File: src/rtl/msd_pkg.sv
// ----------------------------------------------------------------------------
// msd_pkg - shared types and constants of the message stream deframer
// Result record, result kinds, queue status and register indexes.
// ----------------------------------------------------------------------------
`default_nettype none

package msd_pkg;

    // Header bytes: type, id low, id high, length low, length high
    localparam int unsigned HEADER_BYTES = 5;

    // Configuration port
    localparam int unsigned CFG_INDEX_W = 8;
    localparam int unsigned CFG_DATA_W  = 8;

    localparam logic [CFG_INDEX_W-1:0] REG_BORROW_CODE  = 8'd0;
    localparam logic [CFG_INDEX_W-1:0] REG_ENQUEUE_CODE = 8'd1;
    localparam logic [CFG_INDEX_W-1:0] REG_FAIL_CODE    = 8'd2;
    localparam logic [CFG_INDEX_W-1:0] REG_EXTRA_CODE   = 8'd3;

    // Register reset values
    localparam logic [7:0] BORROW_CODE_RST  = 8'd0;
    localparam logic [7:0] ENQUEUE_CODE_RST = 8'd1;
    localparam logic [7:0] FAIL_CODE_RST    = 8'd2;
    localparam logic [7:0] EXTRA_CODE_RST   = 8'd255;

    // Result kinds
    typedef enum logic [2:0] {
        KIND_HEADER  = 3'd0,
        KIND_PAYLOAD = 3'd1,
        KIND_BORROW  = 3'd2,
        KIND_FAIL    = 3'd3,
        KIND_BADTYPE = 3'd4,
        KIND_SHORT   = 3'd5
    } kind_t;

    // One result record
    typedef struct packed {
        kind_t       kind;
        logic [7:0]  message_type;
        logic [15:0] message_id;
        logic [15:0] payload_length;
        logic [7:0]  payload_byte;
        logic [7:0]  frame_length;
        logic [7:0]  buffer_length;
        logic [15:0] offending_id;
        logic [7:0]  error_code;
        logic        message_end;
        logic        cut_off;
    } result_t;

    // Queue status seen by the back and the top level
    typedef struct packed {
        logic full;
        logic empty;
    } q_status_t;

endpackage : msd_pkg

`default_nettype wire

File: src/rtl/msd_front.sv
// ----------------------------------------------------------------------------
// msd_front - byte parser of the message stream deframer
// Holds the type code registers, walks each header and payload one byte
// per cycle while byte_accept is high and builds at most one result per byte.
// ----------------------------------------------------------------------------
`default_nettype none

module msd_front
    import msd_pkg::*;
(
    input  wire logic                   clk,
    input  wire logic                   rst_n,
    // configuration writes
    input  wire logic                   cfg_we,
    input  wire logic [CFG_INDEX_W-1:0] cfg_index,
    input  wire logic [CFG_DATA_W-1:0]  cfg_data,
    // accepted byte
    input  wire logic                   byte_accept,
    input  wire logic [7:0]             stream_byte,
    input  wire logic                   buffer_end,
    // result toward the queue
    output logic                        push,
    output result_t                     push_data
);

    // Parser phases, one-hot
    typedef enum logic [5:0] {
        PH_TYPE    = 6'b000001,
        PH_ID_LO   = 6'b000010,
        PH_ID_HI   = 6'b000100,
        PH_LEN_LO  = 6'b001000,
        PH_LEN_HI  = 6'b010000,
        PH_PAYLOAD = 6'b100000
    } phase_t;

    typedef enum logic [2:0] {
        CAT_BORROW  = 3'd0,
        CAT_ENQUEUE = 3'd1,
        CAT_FAIL    = 3'd2,
        CAT_SKIP    = 3'd3,
        CAT_UNKNOWN = 3'd4
    } cat_t;

    logic [7:0]  borrow_code_reg, enqueue_code_reg, fail_code_reg, extra_code_reg;

    phase_t      phase_reg, phase_next;
    logic [15:0] pos_reg, pos_next;
    logic [7:0]  type_reg, type_next;
    logic [15:0] id_reg, id_next;
    logic [15:0] len_reg, len_next;
    logic [15:0] scratch_reg, scratch_next;

    cat_t        cat;
    logic [15:0] pos_inc;
    logic [15:0] need;
    logic        have;
    result_t     rec;

    // Write type code registers
    always_ff @(posedge clk or negedge rst_n)
    begin
        if (!rst_n)
        begin
            borrow_code_reg  <= BORROW_CODE_RST;
            enqueue_code_reg <= ENQUEUE_CODE_RST;
            fail_code_reg    <= FAIL_CODE_RST;
            extra_code_reg   <= EXTRA_CODE_RST;
        end
        else if (cfg_we)
        begin
            case (cfg_index)
                REG_BORROW_CODE:  borrow_code_reg  <= cfg_data;
                REG_ENQUEUE_CODE: enqueue_code_reg <= cfg_data;
                REG_FAIL_CODE:    fail_code_reg    <= cfg_data;
                REG_EXTRA_CODE:   extra_code_reg   <= cfg_data;
                default: ;
            endcase
        end
    end

    // Classify the held type, borrow first, then enqueue, fail, extra
    always_comb
    begin
        if (type_reg == borrow_code_reg)
            cat = CAT_BORROW;
        else if (type_reg == enqueue_code_reg)
            cat = CAT_ENQUEUE;
        else if (type_reg == fail_code_reg)
            cat = CAT_FAIL;
        else if (type_reg == extra_code_reg)
            cat = CAT_SKIP;
        else
            cat = CAT_UNKNOWN;
    end

    assign pos_inc = pos_reg + 16'd1;

    // Advance the parser and build the result of this byte
    always_comb
    begin
        phase_next   = phase_reg;
        pos_next     = pos_reg;
        type_next    = type_reg;
        id_next      = id_reg;
        len_next     = len_reg;
        scratch_next = scratch_reg;
        have         = 1'b0;
        need         = 16'd0;
        rec          = '0;
        rec.kind     = KIND_HEADER;

        case (phase_reg)
            PH_TYPE:
            begin
                type_next    = stream_byte;
                id_next      = 16'd0;
                len_next     = 16'd0;
                pos_next     = 16'd0;
                scratch_next = 16'd0;
                phase_next   = PH_ID_LO;
            end
            PH_ID_LO:
            begin
                id_next    = {8'd0, stream_byte};
                phase_next = PH_ID_HI;
            end
            PH_ID_HI:
            begin
                id_next    = {stream_byte, id_reg[7:0]};
                phase_next = PH_LEN_LO;
            end
            PH_LEN_LO:
            begin
                len_next   = {8'd0, stream_byte};
                phase_next = PH_LEN_HI;
            end
            PH_LEN_HI:
            begin
                len_next = {stream_byte, len_reg[7:0]};
                if (cat == CAT_BORROW)
                    need = 16'd2;
                else if (cat == CAT_FAIL)
                    need = 16'd3;
                if (cat == CAT_UNKNOWN)
                    rec.kind = KIND_BADTYPE;
                else if (len_next < need)
                    rec.kind = KIND_SHORT;
                else
                    rec.kind = KIND_HEADER;
                have     = 1'b1;
                pos_next = 16'd0;
                if (len_next == 16'd0)
                begin
                    rec.message_end = 1'b1;
                    phase_next      = PH_TYPE;
                end
                else
                begin
                    phase_next = PH_PAYLOAD;
                end
            end
            PH_PAYLOAD:
            begin
                pos_next = pos_inc;
                case (cat)
                    CAT_ENQUEUE:
                    begin
                        rec.kind         = KIND_PAYLOAD;
                        rec.payload_byte = stream_byte;
                        have             = 1'b1;
                    end
                    CAT_BORROW:
                    begin
                        if (pos_reg == 16'd0)
                            scratch_next = {8'd0, stream_byte};
                        else if (pos_reg == 16'd1)
                        begin
                            rec.kind          = KIND_BORROW;
                            rec.frame_length  = scratch_reg[7:0];
                            rec.buffer_length = stream_byte;
                            have              = 1'b1;
                        end
                    end
                    CAT_FAIL:
                    begin
                        if (pos_reg == 16'd0)
                            scratch_next = {8'd0, stream_byte};
                        else if (pos_reg == 16'd1)
                            scratch_next = {stream_byte, scratch_reg[7:0]};
                        else if (pos_reg == 16'd2)
                        begin
                            rec.kind         = KIND_FAIL;
                            rec.offending_id = scratch_reg;
                            rec.error_code   = stream_byte;
                            have             = 1'b1;
                        end
                    end
                    default: ;
                endcase
                if (pos_inc >= len_reg)
                begin
                    rec.message_end = have;
                    phase_next      = PH_TYPE;
                end
            end
            default:
            begin
                phase_next = PH_TYPE;
            end
        endcase

        // Flag a message cut off by the end of the buffer
        if (buffer_end)
        begin
            if (phase_next != PH_TYPE)
            begin
                rec.cut_off = 1'b1;
                if (!have)
                begin
                    rec.kind = KIND_SHORT;
                    have     = 1'b1;
                end
            end
            phase_next = PH_TYPE;
        end

        rec.message_type   = type_next;
        rec.message_id     = id_next;
        rec.payload_length = len_next;
    end

    // Hold parser state
    always_ff @(posedge clk or negedge rst_n)
    begin
        if (!rst_n)
        begin
            phase_reg   <= PH_TYPE;
            pos_reg     <= 16'd0;
            type_reg    <= 8'd0;
            id_reg      <= 16'd0;
            len_reg     <= 16'd0;
            scratch_reg <= 16'd0;
        end
        else if (byte_accept)
        begin
            phase_reg   <= phase_next;
            pos_reg     <= pos_next;
            type_reg    <= type_next;
            id_reg      <= id_next;
            len_reg     <= len_next;
            scratch_reg <= scratch_next;
        end
    end

    assign push      = byte_accept && have;
    assign push_data = rec;

endmodule : msd_front

`default_nettype wire

File: src/rtl/msd_queue.sv
// ----------------------------------------------------------------------------
// msd_queue - result queue between parser and output stage
// Small first-in first-out buffer of result records in flip-flops.
// ----------------------------------------------------------------------------
`default_nettype none

module msd_queue
    import msd_pkg::*;
#(
    parameter int unsigned DEPTH = 2
)
(
    input  wire logic     clk,
    input  wire logic     rst_n,
    input  wire logic     push,
    input  wire result_t  push_data,
    input  wire logic     pop,
    output result_t       head,
    output q_status_t     status
);

    localparam int unsigned AW = (DEPTH > 1) ? $clog2(DEPTH) : 1;
    localparam int unsigned CW = $clog2(DEPTH + 1);
    localparam logic [AW-1:0] LAST = AW'(DEPTH - 1);

    result_t       entry_reg [DEPTH];
    logic [AW-1:0] wr_ptr_reg, rd_ptr_reg;
    logic [CW-1:0] count_reg, count_next;

    // Store request data at the write pointer
    always_ff @(posedge clk)
    begin
        if (push)
            entry_reg[wr_ptr_reg] <= push_data;
    end

    always_comb
    begin
        count_next = count_reg;
        if (push && !pop)
            count_next = count_reg + CW'(1);
        else if (pop && !push)
            count_next = count_reg - CW'(1);
    end

    // Advance pointers and count
    always_ff @(posedge clk or negedge rst_n)
    begin
        if (!rst_n)
        begin
            wr_ptr_reg <= '0;
            rd_ptr_reg <= '0;
            count_reg  <= '0;
        end
        else
        begin
            if (push)
                wr_ptr_reg <= (wr_ptr_reg == LAST) ? '0 : wr_ptr_reg + AW'(1);
            if (pop)
                rd_ptr_reg <= (rd_ptr_reg == LAST) ? '0 : rd_ptr_reg + AW'(1);
            count_reg <= count_next;
        end
    end

    assign head         = entry_reg[rd_ptr_reg];
    assign status.full  = (count_reg == CW'(DEPTH));
    assign status.empty = (count_reg == '0);

endmodule : msd_queue

`default_nettype wire

File: src/rtl/msd_back.sv
// ----------------------------------------------------------------------------
// msd_back - output stage of the message stream deframer
// Pulls result records from the queue into the output register and
// holds them until the downstream side takes them.
// ----------------------------------------------------------------------------
`default_nettype none

module msd_back
    import msd_pkg::*;
(
    input  wire logic      clk,
    input  wire logic      rst_n,
    input  wire result_t   head,
    input  wire q_status_t status,
    output logic           pop,
    input  wire logic      out_stall,
    output logic           out_valid,
    output result_t        out_data
);

    logic    valid_reg, valid_next;
    result_t data_reg;
    logic    load;

    // Refill the output register when it is empty or being taken
    assign load       = !valid_reg || !out_stall;
    assign pop        = load && !status.empty;
    assign valid_next = load ? !status.empty : valid_reg;

    always_ff @(posedge clk or negedge rst_n)
    begin
        if (!rst_n)
            valid_reg <= 1'b0;
        else
            valid_reg <= valid_next;
    end

    // Hold the record while stalled
    always_ff @(posedge clk)
    begin
        if (pop)
            data_reg <= head;
    end

    assign out_valid = valid_reg;
    assign out_data  = data_reg;

endmodule : msd_back

`default_nettype wire

File: src/rtl/message_stream_deframer.sv
// ----------------------------------------------------------------------------
// message_stream_deframer - top level
// Splits a byte stream of back-to-back messages into header, payload,
// borrow, fail and error results.
//
//   channel  direction  handshake            payload
//   -------  ---------  -------------------  ----------------------------------
//   input    in         in_valid / in_stall  stream_byte, buffer_end
//   output   out        out_valid/out_stall  kind ... cut_off (one result)
//   config   in         cfg_valid/cfg_ready  cfg_index, cfg_data
//
// One byte is taken per cycle while in_stall is low; each byte gives zero or one result.
// The parser is combinational: the edge that takes a byte writes its result
// into the queue, and a later edge moves it into the output register once
// that register is empty or being taken, which raises out_valid.
// in_stall rises only when the result queue is full, so an output stall
// reaches the input after QUEUE_DEPTH + 1 results pile up.
// Reset clears the parser to the type byte and loads the default codes.
// ----------------------------------------------------------------------------
`default_nettype none

module message_stream_deframer
    import msd_pkg::*;
#(
    parameter int unsigned QUEUE_DEPTH = 2
)
(
    input  wire logic                   clk,
    input  wire logic                   rst_n,
    // byte input
    input  wire logic                   in_valid,
    output logic                        in_stall,
    input  wire logic [7:0]             stream_byte,
    input  wire logic                   buffer_end,
    // result output
    output logic                        out_valid,
    input  wire logic                   out_stall,
    output logic [2:0]                  kind,
    output logic [7:0]                  message_type,
    output logic [15:0]                 message_id,
    output logic [15:0]                 payload_length,
    output logic [7:0]                  payload_byte,
    output logic [7:0]                  frame_length,
    output logic [7:0]                  buffer_length,
    output logic [15:0]                 offending_id,
    output logic [7:0]                  error_code,
    output logic                        message_end,
    output logic                        cut_off,
    // configuration
    input  wire logic                   cfg_valid,
    output logic                        cfg_ready,
    input  wire logic [CFG_INDEX_W-1:0] cfg_index,
    input  wire logic [CFG_DATA_W-1:0]  cfg_data
);

    logic      byte_accept;
    logic      push;
    logic      pop;
    result_t   push_data;
    result_t   head;
    result_t   out_data;
    q_status_t status;

    assign cfg_ready   = 1'b1;
    assign in_stall    = status.full;
    assign byte_accept = in_valid && !in_stall;

    // Parse bytes
    msd_front u_front (
        .clk         (clk),
        .rst_n       (rst_n),
        .cfg_we      (cfg_valid && cfg_ready),
        .cfg_index   (cfg_index),
        .cfg_data    (cfg_data),
        .byte_accept (byte_accept),
        .stream_byte (stream_byte),
        .buffer_end  (buffer_end),
        .push        (push),
        .push_data   (push_data)
    );

    // Buffer results
    msd_queue #(
        .DEPTH (QUEUE_DEPTH)
    ) u_queue (
        .clk       (clk),
        .rst_n     (rst_n),
        .push      (push),
        .push_data (push_data),
        .pop       (pop),
        .head      (head),
        .status    (status)
    );

    // Drive results out
    msd_back u_back (
        .clk       (clk),
        .rst_n     (rst_n),
        .head      (head),
        .status    (status),
        .pop       (pop),
        .out_stall (out_stall),
        .out_valid (out_valid),
        .out_data  (out_data)
    );

    assign kind           = out_data.kind;
    assign message_type   = out_data.message_type;
    assign message_id     = out_data.message_id;
    assign payload_length = out_data.payload_length;
    assign payload_byte   = out_data.payload_byte;
    assign frame_length   = out_data.frame_length;
    assign buffer_length  = out_data.buffer_length;
    assign offending_id   = out_data.offending_id;
    assign error_code     = out_data.error_code;
    assign message_end    = out_data.message_end;
    assign cut_off        = out_data.cut_off;

    // Never write into a full queue
    a_no_overflow: assert property (@(posedge clk) disable iff (!rst_n)
        push |-> !status.full)
        else $error("result queue written while full");

    // Never pop an empty queue
    a_no_underflow: assert property (@(posedge clk) disable iff (!rst_n)
        pop |-> !status.empty)
        else $error("result queue read while empty");

    // A cut-off message cannot also be complete
    a_cut_not_end: assert property (@(posedge clk) disable iff (!rst_n)
        out_valid && cut_off |-> !message_end)
        else $error("result marks both cut off and message end");

    // Only defined result kinds leave the block
    a_kind_range: assert property (@(posedge clk) disable iff (!rst_n)
        out_valid |-> (kind == KIND_HEADER || kind == KIND_PAYLOAD ||
                       kind == KIND_BORROW || kind == KIND_FAIL ||
                       kind == KIND_BADTYPE || kind == KIND_SHORT))
        else $error("undefined result kind");

endmodule : message_stream_deframer

`default_nettype wire

File: config.mk
export PLATFORM = sky130hd
export DESIGN_NAME = message_stream_deframer
export DESIGN_NICKNAME = d
export VERILOG_FILES = /design/src/rtl/msd_pkg.sv /design/src/rtl/msd_front.sv /design/src/rtl/msd_queue.sv /design/src/rtl/msd_back.sv /design/src/rtl/message_stream_deframer.sv
export SDC_FILE = /design/constraint.sdc
export NUM_CORES = 1
export LEC_CHECK = 0
export ABC_AREA = 1
export BUFFER_PORTS_ARGS = -buffer_cell sky130_fd_sc_hd__buf_2
export CAP_MARGIN = 5
export CELL_PAD_IN_SITES_DETAIL_PLACEMENT = 1
export CELL_PAD_IN_SITES_GLOBAL_PLACEMENT = 1
export CORE_UTILIZATION = 30
export DETAILED_ROUTE_END_ITERATION = 16
export PLACE_DENSITY_LB_ADDON = 0.1
export SLEW_MARGIN = 25
export SYNTH_ARGS = -nofsm -noshare
export SYNTH_HDL_FRONTEND = slang
export SYNTH_SLANG_ARGS = --single-unit
File: constraint.sdc
create_clock -name clk -period 9.3 [get_ports clk]
set_input_delay 0.465 -clock clk [delete_from_list [all_inputs] [get_ports clk]]
set_output_delay 0.465 -clock clk [all_outputs]
set_load 0.005 [all_outputs]
==> metrics.log <==
[metrics] critical path capture point type: register
[metrics] total negative slack for setup checks: 0 ps
[metrics] total count of max-transition violations in the final report: 0
[metrics] Final GP Congestion: 0.7304
[metrics] critical path class: register to register
[metrics] max_slew headroom: 0.3736
[metrics] share of final-layout standard cells stronger than drive strength 1: 0.1459
[metrics] startpoint kind of the worst setup timing path: register
[metrics] placement-stage worst setup slack: 4464 ps
[metrics] cell family contributing the most delay on the critical path: simple AND/OR/NAND/NOR gates
[metrics] maximum number of pins on one net before global-route repair: 93
[metrics] GR Overflow Total: 0
[metrics] CP Cell Sequence: inv_1 -> nor3_4 -> nand4_1 -> nor2_1 -> nand2_1 -> inv_1 -> nand3_1 -> nor2_1 -> xor2_1 -> ha_1 -> a21oi_1 -> o21ai_0 -> nor2_1 -> nand3_1 -> nand2_1 -> nand3_1 -> nand3_1 -> nand2_1 -> nor2_4 -> buf_4 -> buf_4
[metrics] antenna violations before repair: 0
[metrics] sequential group share of total power: 0.463
[metrics] I/O pin count: 126
[metrics] count of unique library cells instantiated by Yosys: 42
[metrics] slowest stage cell on the critical path: sky130_fd_sc_hd__buf_4
[metrics] die width: 235.9 um
[metrics] proportion of register bits with asynchronous set or reset after synthesis: 0.2919
[metrics] number of storage elements in the synthesis netlist: 394
[metrics] clock tree from TritonCTS: built
[metrics] count of input and output buffers: 124
[metrics] relative contribution of the clock network to total power: 0.312
[metrics] later-pin clock latency in the skew report: 580 ps
[metrics] internal power: 3.780 mW
[metrics] y dimension of the die: 235.9 um
[metrics] top cells by area, synth: sky130_fd_sc_hd__edfxtp_1 51%, sky130_fd_sc_hd__dfrtp_1 16%, sky130_fd_sc_hd__nand2_1 12%
[metrics] min Tclk post-route: 4792 ps
[metrics] simple-gate area share of the yosys netlist: 0.1840
[metrics] average vias per placed instance: 4.548
[metrics] most area-hungry cell type in the Yosys netlist: sky130_fd_sc_hd__edfxtp_1
[metrics] post-layout worst setup margin: 4508 ps
[metrics] fraction of synthesized area in multiplexers: 0
[metrics] outcome: finished, final reports clean
[metrics] Detail Route Antenna Nets: 0
[metrics] xor and xnor fraction of the mapped netlist area: 0.01388
[metrics] post-synthesis share of cell area spent on full adders, half adders and majority gates: 0.01677
[metrics] Initial Util: 0.3044
[metrics] share of synthesized area occupied by flip-flops and latches: 0.6867
[metrics] final-layout worst hold slack: 134.7 ps
[metrics] clock root buffer: sky130_fd_sc_hd__clkbuf_16
[metrics] wire length on met1: 20.13 mm
[metrics] antenna cell count: 0
[metrics] dominant cell type by count on the critical path: sky130_fd_sc_hd__nand3_1
[metrics] Row Count: 85
[metrics] # setup viols final: 0
[metrics] maximum vdd drop: 0.1327 mV
[metrics] number of max-cap violations: 0
[metrics] number of enable-type register cells in the synthesized netlist: 279
[metrics] H-tree level count: 2
[metrics] depth of the worst register-to-register path: 21
[metrics] flip-flop count of the largest register after layout: 186
[metrics] clock-pin slew on the worst setup and hold paths: 60 ps
[metrics] routed length per instance: 18.06 um
[metrics] data arrival time at the worst-slack endpoint: 4990 ps
[metrics] total standard cell area after synthesis: 16,410 um2
[metrics] yosys warns: 0
[metrics] Most used DFF post-synth: sky130_fd_sc_hd__edfxtp_1
[metrics] Area growth syn-to-layout: 17.27%
[metrics] type of the most critical hold path: input port to register
[metrics] Hold Violations, Final: 0
[metrics] fraction of power spent switching nets: 0.3174
[metrics] Cells after Synth: 1,521
[metrics] portion of synthesized cell area occupied by the leading cell type: 0.5105
[metrics] Post-Syn Nets: 1,573
[metrics] Tcrit/Tclk final: 0.5153
[metrics] number of global-route vias before repair: 11,160
[metrics] count of unresolved DRC violations after routing: 0
[metrics] pin slew with the least headroom to its limit: 939.6 ps
[metrics] count of cells along the worst hold path: 3
[metrics] met2 WL post-DR: 20.58 mm
[metrics] PD cells: 287.7 nW/um2
[metrics] routed length on met3: 1.489 mm
[metrics] critical path depth: 21
[metrics] post-route core utilization: 0.3569
[metrics] synthesized area per cell: 10.79 um2
[metrics] buffer levels on the longest clock path: 3
[metrics] net total in the final layout: 1,705
[metrics] TritonCTS Buffers: 45
[metrics] combinational family with the most area after synthesis: simple AND/OR/NAND/NOR gates
[metrics] overall global routing resource usage: 0.1577
[metrics] Core Footprint: 53,920 um2
[metrics] Comb pwr share: 0.226
[metrics] static power due to leakage: 8.099 nW
[metrics] switching power of the nets: 1.758 mW
[metrics] highest routed layer: met4
[metrics] routed vias: 10,830
[metrics] DR iter-0 viols: 561
[metrics] clk sinks: 394
[metrics] unrepaired setup endpoints after global routing: no
[metrics] CP bufs+invs: 4
[metrics] Total Wirelength: 43.03 mm
[metrics] largest fanout of any net on the critical path: 51
[metrics] worst clock skew: 15.64 ps
[metrics] wire length of the first global-routing pass: 67.04 mm
[metrics] achievable frequency: 208.7 MHz
[metrics] maximum single-stage delay on the critical path: 710 ps
[metrics] setup fix buffers added after clock tree synthesis: 0
[metrics] detailed-placement wirelength estimate: 28.32 mm
[metrics] die footprint: 55,650 um2
[metrics] required time at the endpoint of the critical path: 9500 ps
[metrics] Pre-Repair DR Iteration Count: 5
[metrics] share of the synthesized area in compound gates (AO/OA/AOI/OAI): 0.05260
-- final cells by class --
cell class	instances	area, um2
fill	5987	34670
sequential	394	11270
multi-input combinational	931	4404
clock buffer	56	1209
tap	696	870.8
timing repair buffer	134	716.9
inverter	147	558.0
clock inverter	24	214.0
-- power groups by stage --
stage	clock (mW)	sequential, mW	combinational (mW)
2_1_floorplan	0	2.58	0.715
3_3_place_gp	0	2.60	1.28
3_5_place_dp	0	2.61	1.29
4_1_cts	1.78	2.57	1.29
5_1_grt	1.85	2.61	1.42
6_report	1.73	2.56	1.25
-- cells in the mapped netlist (all sizes together), types with 9 or more instances --
master  number
ha          22
buf         17
nor3        24
a21oi       10
inv        146
xnor2       10
clkbuf      32
nand4       11
xor2        16
nor3b        9
nand2      549
dfrtp      104
nor2        86
nand3       36
o22ai       46
edfxtp     279
o21ai      103
dfstp       11
-- layer usage --
metal / track usage / up-vias
li1: - / 5297
met1: 0.2123 / 5336
met2: 0.2611 / 152
met3: 0.02528 / 49
met4: 0.04654 / 0
met5: 0 / -
-- kinds of logic (layout without fill, tap and decap cells) --
family | count (synthesis) | after routing
fa+ha+maj | 22 | 22
flops | 394 | 394
buf+inv | 196 | 361
other cells | 1 | 1
xor+xnor | 26 | 26
compound gates | 160 | 160
simple gates | 722 | 722
-- worst reg2reg max path, cell delays in order, from the launching register on --
cell	delay, ps
sky130_fd_sc_hd__dfrtp_1	380
sky130_fd_sc_hd__inv_1	120
sky130_fd_sc_hd__nor3_4	230
sky130_fd_sc_hd__nand4_1	140
sky130_fd_sc_hd__nor2_1	150
sky130_fd_sc_hd__nand2_1	80
sky130_fd_sc_hd__inv_1	100
sky130_fd_sc_hd__nand3_1	150
sky130_fd_sc_hd__nor2_1	150
sky130_fd_sc_hd__xor2_1	220
sky130_fd_sc_hd__ha_1	290
sky130_fd_sc_hd__a21oi_1	140
sky130_fd_sc_hd__o21ai_0	90
sky130_fd_sc_hd__nor2_1	150
sky130_fd_sc_hd__nand3_1	150
sky130_fd_sc_hd__nand2_1	110
sky130_fd_sc_hd__nand3_1	100
sky130_fd_sc_hd__nand3_1	120
sky130_fd_sc_hd__nand2_1	140
sky130_fd_sc_hd__nor2_4	140
sky130_fd_sc_hd__buf_4	530
sky130_fd_sc_hd__buf_4	720
-- what timing repair did --
action	in CTS	in global routing
hold buffers	1	0
hold endpoints to repair	44	0
gates resized for setup	0	0
-- through the flow --
stage / instances / total power [mW] / cell area (um2)
CTS: 2381 / 5.651 / 19220
global placement: 2300 / 3.873 / 17780
floorplan: 1521 / 3.298 / 16410
detailed placement: 2300 / 3.897 / 17790
finish: 2382 / 5.537 / 19250
global route: 2382 / 5.877 / 19250
-- path summary, 6_finish.rpt --
kind	slack, ps	to	startpoint
min	130	u_back.out_valid$_DFFE_PN0N_	out_stall
min in group asynchronous	480	u_front.borrow_code_reg[7]$_DFFE_PN0P_	rst_n
min reg2reg	460	u_front.scratch_reg[8]$_DFFE_PN0P_	u_front.scratch_reg[8]$_DFFE_PN0P_
max reg2reg	4510	u_queue.entry_reg[1][10]$_DFFE_PP_	u_front.pos_reg[1]$_DFFE_PN0P_
max	4510	u_queue.entry_reg[1][10]$_DFFE_PP_	u_front.pos_reg[1]$_DFFE_PN0P_
max in group asynchronous	7600	u_queue.rd_ptr_reg$_DFFE_PN0P_	rst_n
-- placed cells by master, fill, tap and decap left out, types with 2 or more instances in the layout --
| master | Yosys | final |
|---|---|---|
| sky130_fd_sc_hd__nor2_2 | 2 | 2 |
| sky130_fd_sc_hd__and2_1 | 2 | 2 |
| sky130_fd_sc_hd__nor2_8 | 2 | 2 |
| sky130_fd_sc_hd__nand3_2 | 4 | 4 |
| sky130_fd_sc_hd__o22ai_1 | 46 | 46 |
| sky130_fd_sc_hd__dfstp_2 | 11 | 11 |
| sky130_fd_sc_hd__clkinvlp_4 | 0 | 2 |
| sky130_fd_sc_hd__clkbuf_1 | 32 | 8 |
| sky130_fd_sc_hd__ha_1 | 22 | 22 |
| sky130_fd_sc_hd__a21oi_1 | 9 | 9 |
| sky130_fd_sc_hd__nand2_4 | 2 | 2 |
| sky130_fd_sc_hd__nor3_1 | 22 | 22 |
| sky130_fd_sc_hd__dfrtp_1 | 104 | 103 |
| sky130_fd_sc_hd__bufinv_16 | 0 | 3 |
| sky130_fd_sc_hd__xnor2_1 | 10 | 10 |
| sky130_fd_sc_hd__o21ai_0 | 94 | 94 |
| sky130_fd_sc_hd__clkbuf_8 | 0 | 2 |
| sky130_fd_sc_hd__nor4_1 | 2 | 2 |
| sky130_fd_sc_hd__edfxtp_1 | 279 | 279 |
| sky130_fd_sc_hd__buf_4 | 1 | 8 |
| sky130_fd_sc_hd__clkinv_1 | 1 | 11 |
| sky130_fd_sc_hd__nand4_1 | 10 | 10 |
| sky130_fd_sc_hd__inv_1 | 136 | 133 |
| sky130_fd_sc_hd__clkinv_2 | 0 | 8 |
| sky130_fd_sc_hd__o21ai_1 | 9 | 9 |
| sky130_fd_sc_hd__clkbuf_16 | 0 | 46 |
| sky130_fd_sc_hd__xor2_1 | 16 | 16 |
| sky130_fd_sc_hd__nand3_1 | 31 | 31 |
| sky130_fd_sc_hd__nor2_4 | 3 | 5 |
| sky130_fd_sc_hd__buf_2 | 5 | 123 |
| sky130_fd_sc_hd__nor2_1 | 79 | 77 |
| sky130_fd_sc_hd__nor3b_1 | 9 | 9 |
| sky130_fd_sc_hd__nand2_2 | 4 | 4 |
| sky130_fd_sc_hd__inv_2 | 10 | 11 |
| sky130_fd_sc_hd__nand2_1 | 543 | 543 |
(Power assumes the default switching activity.)
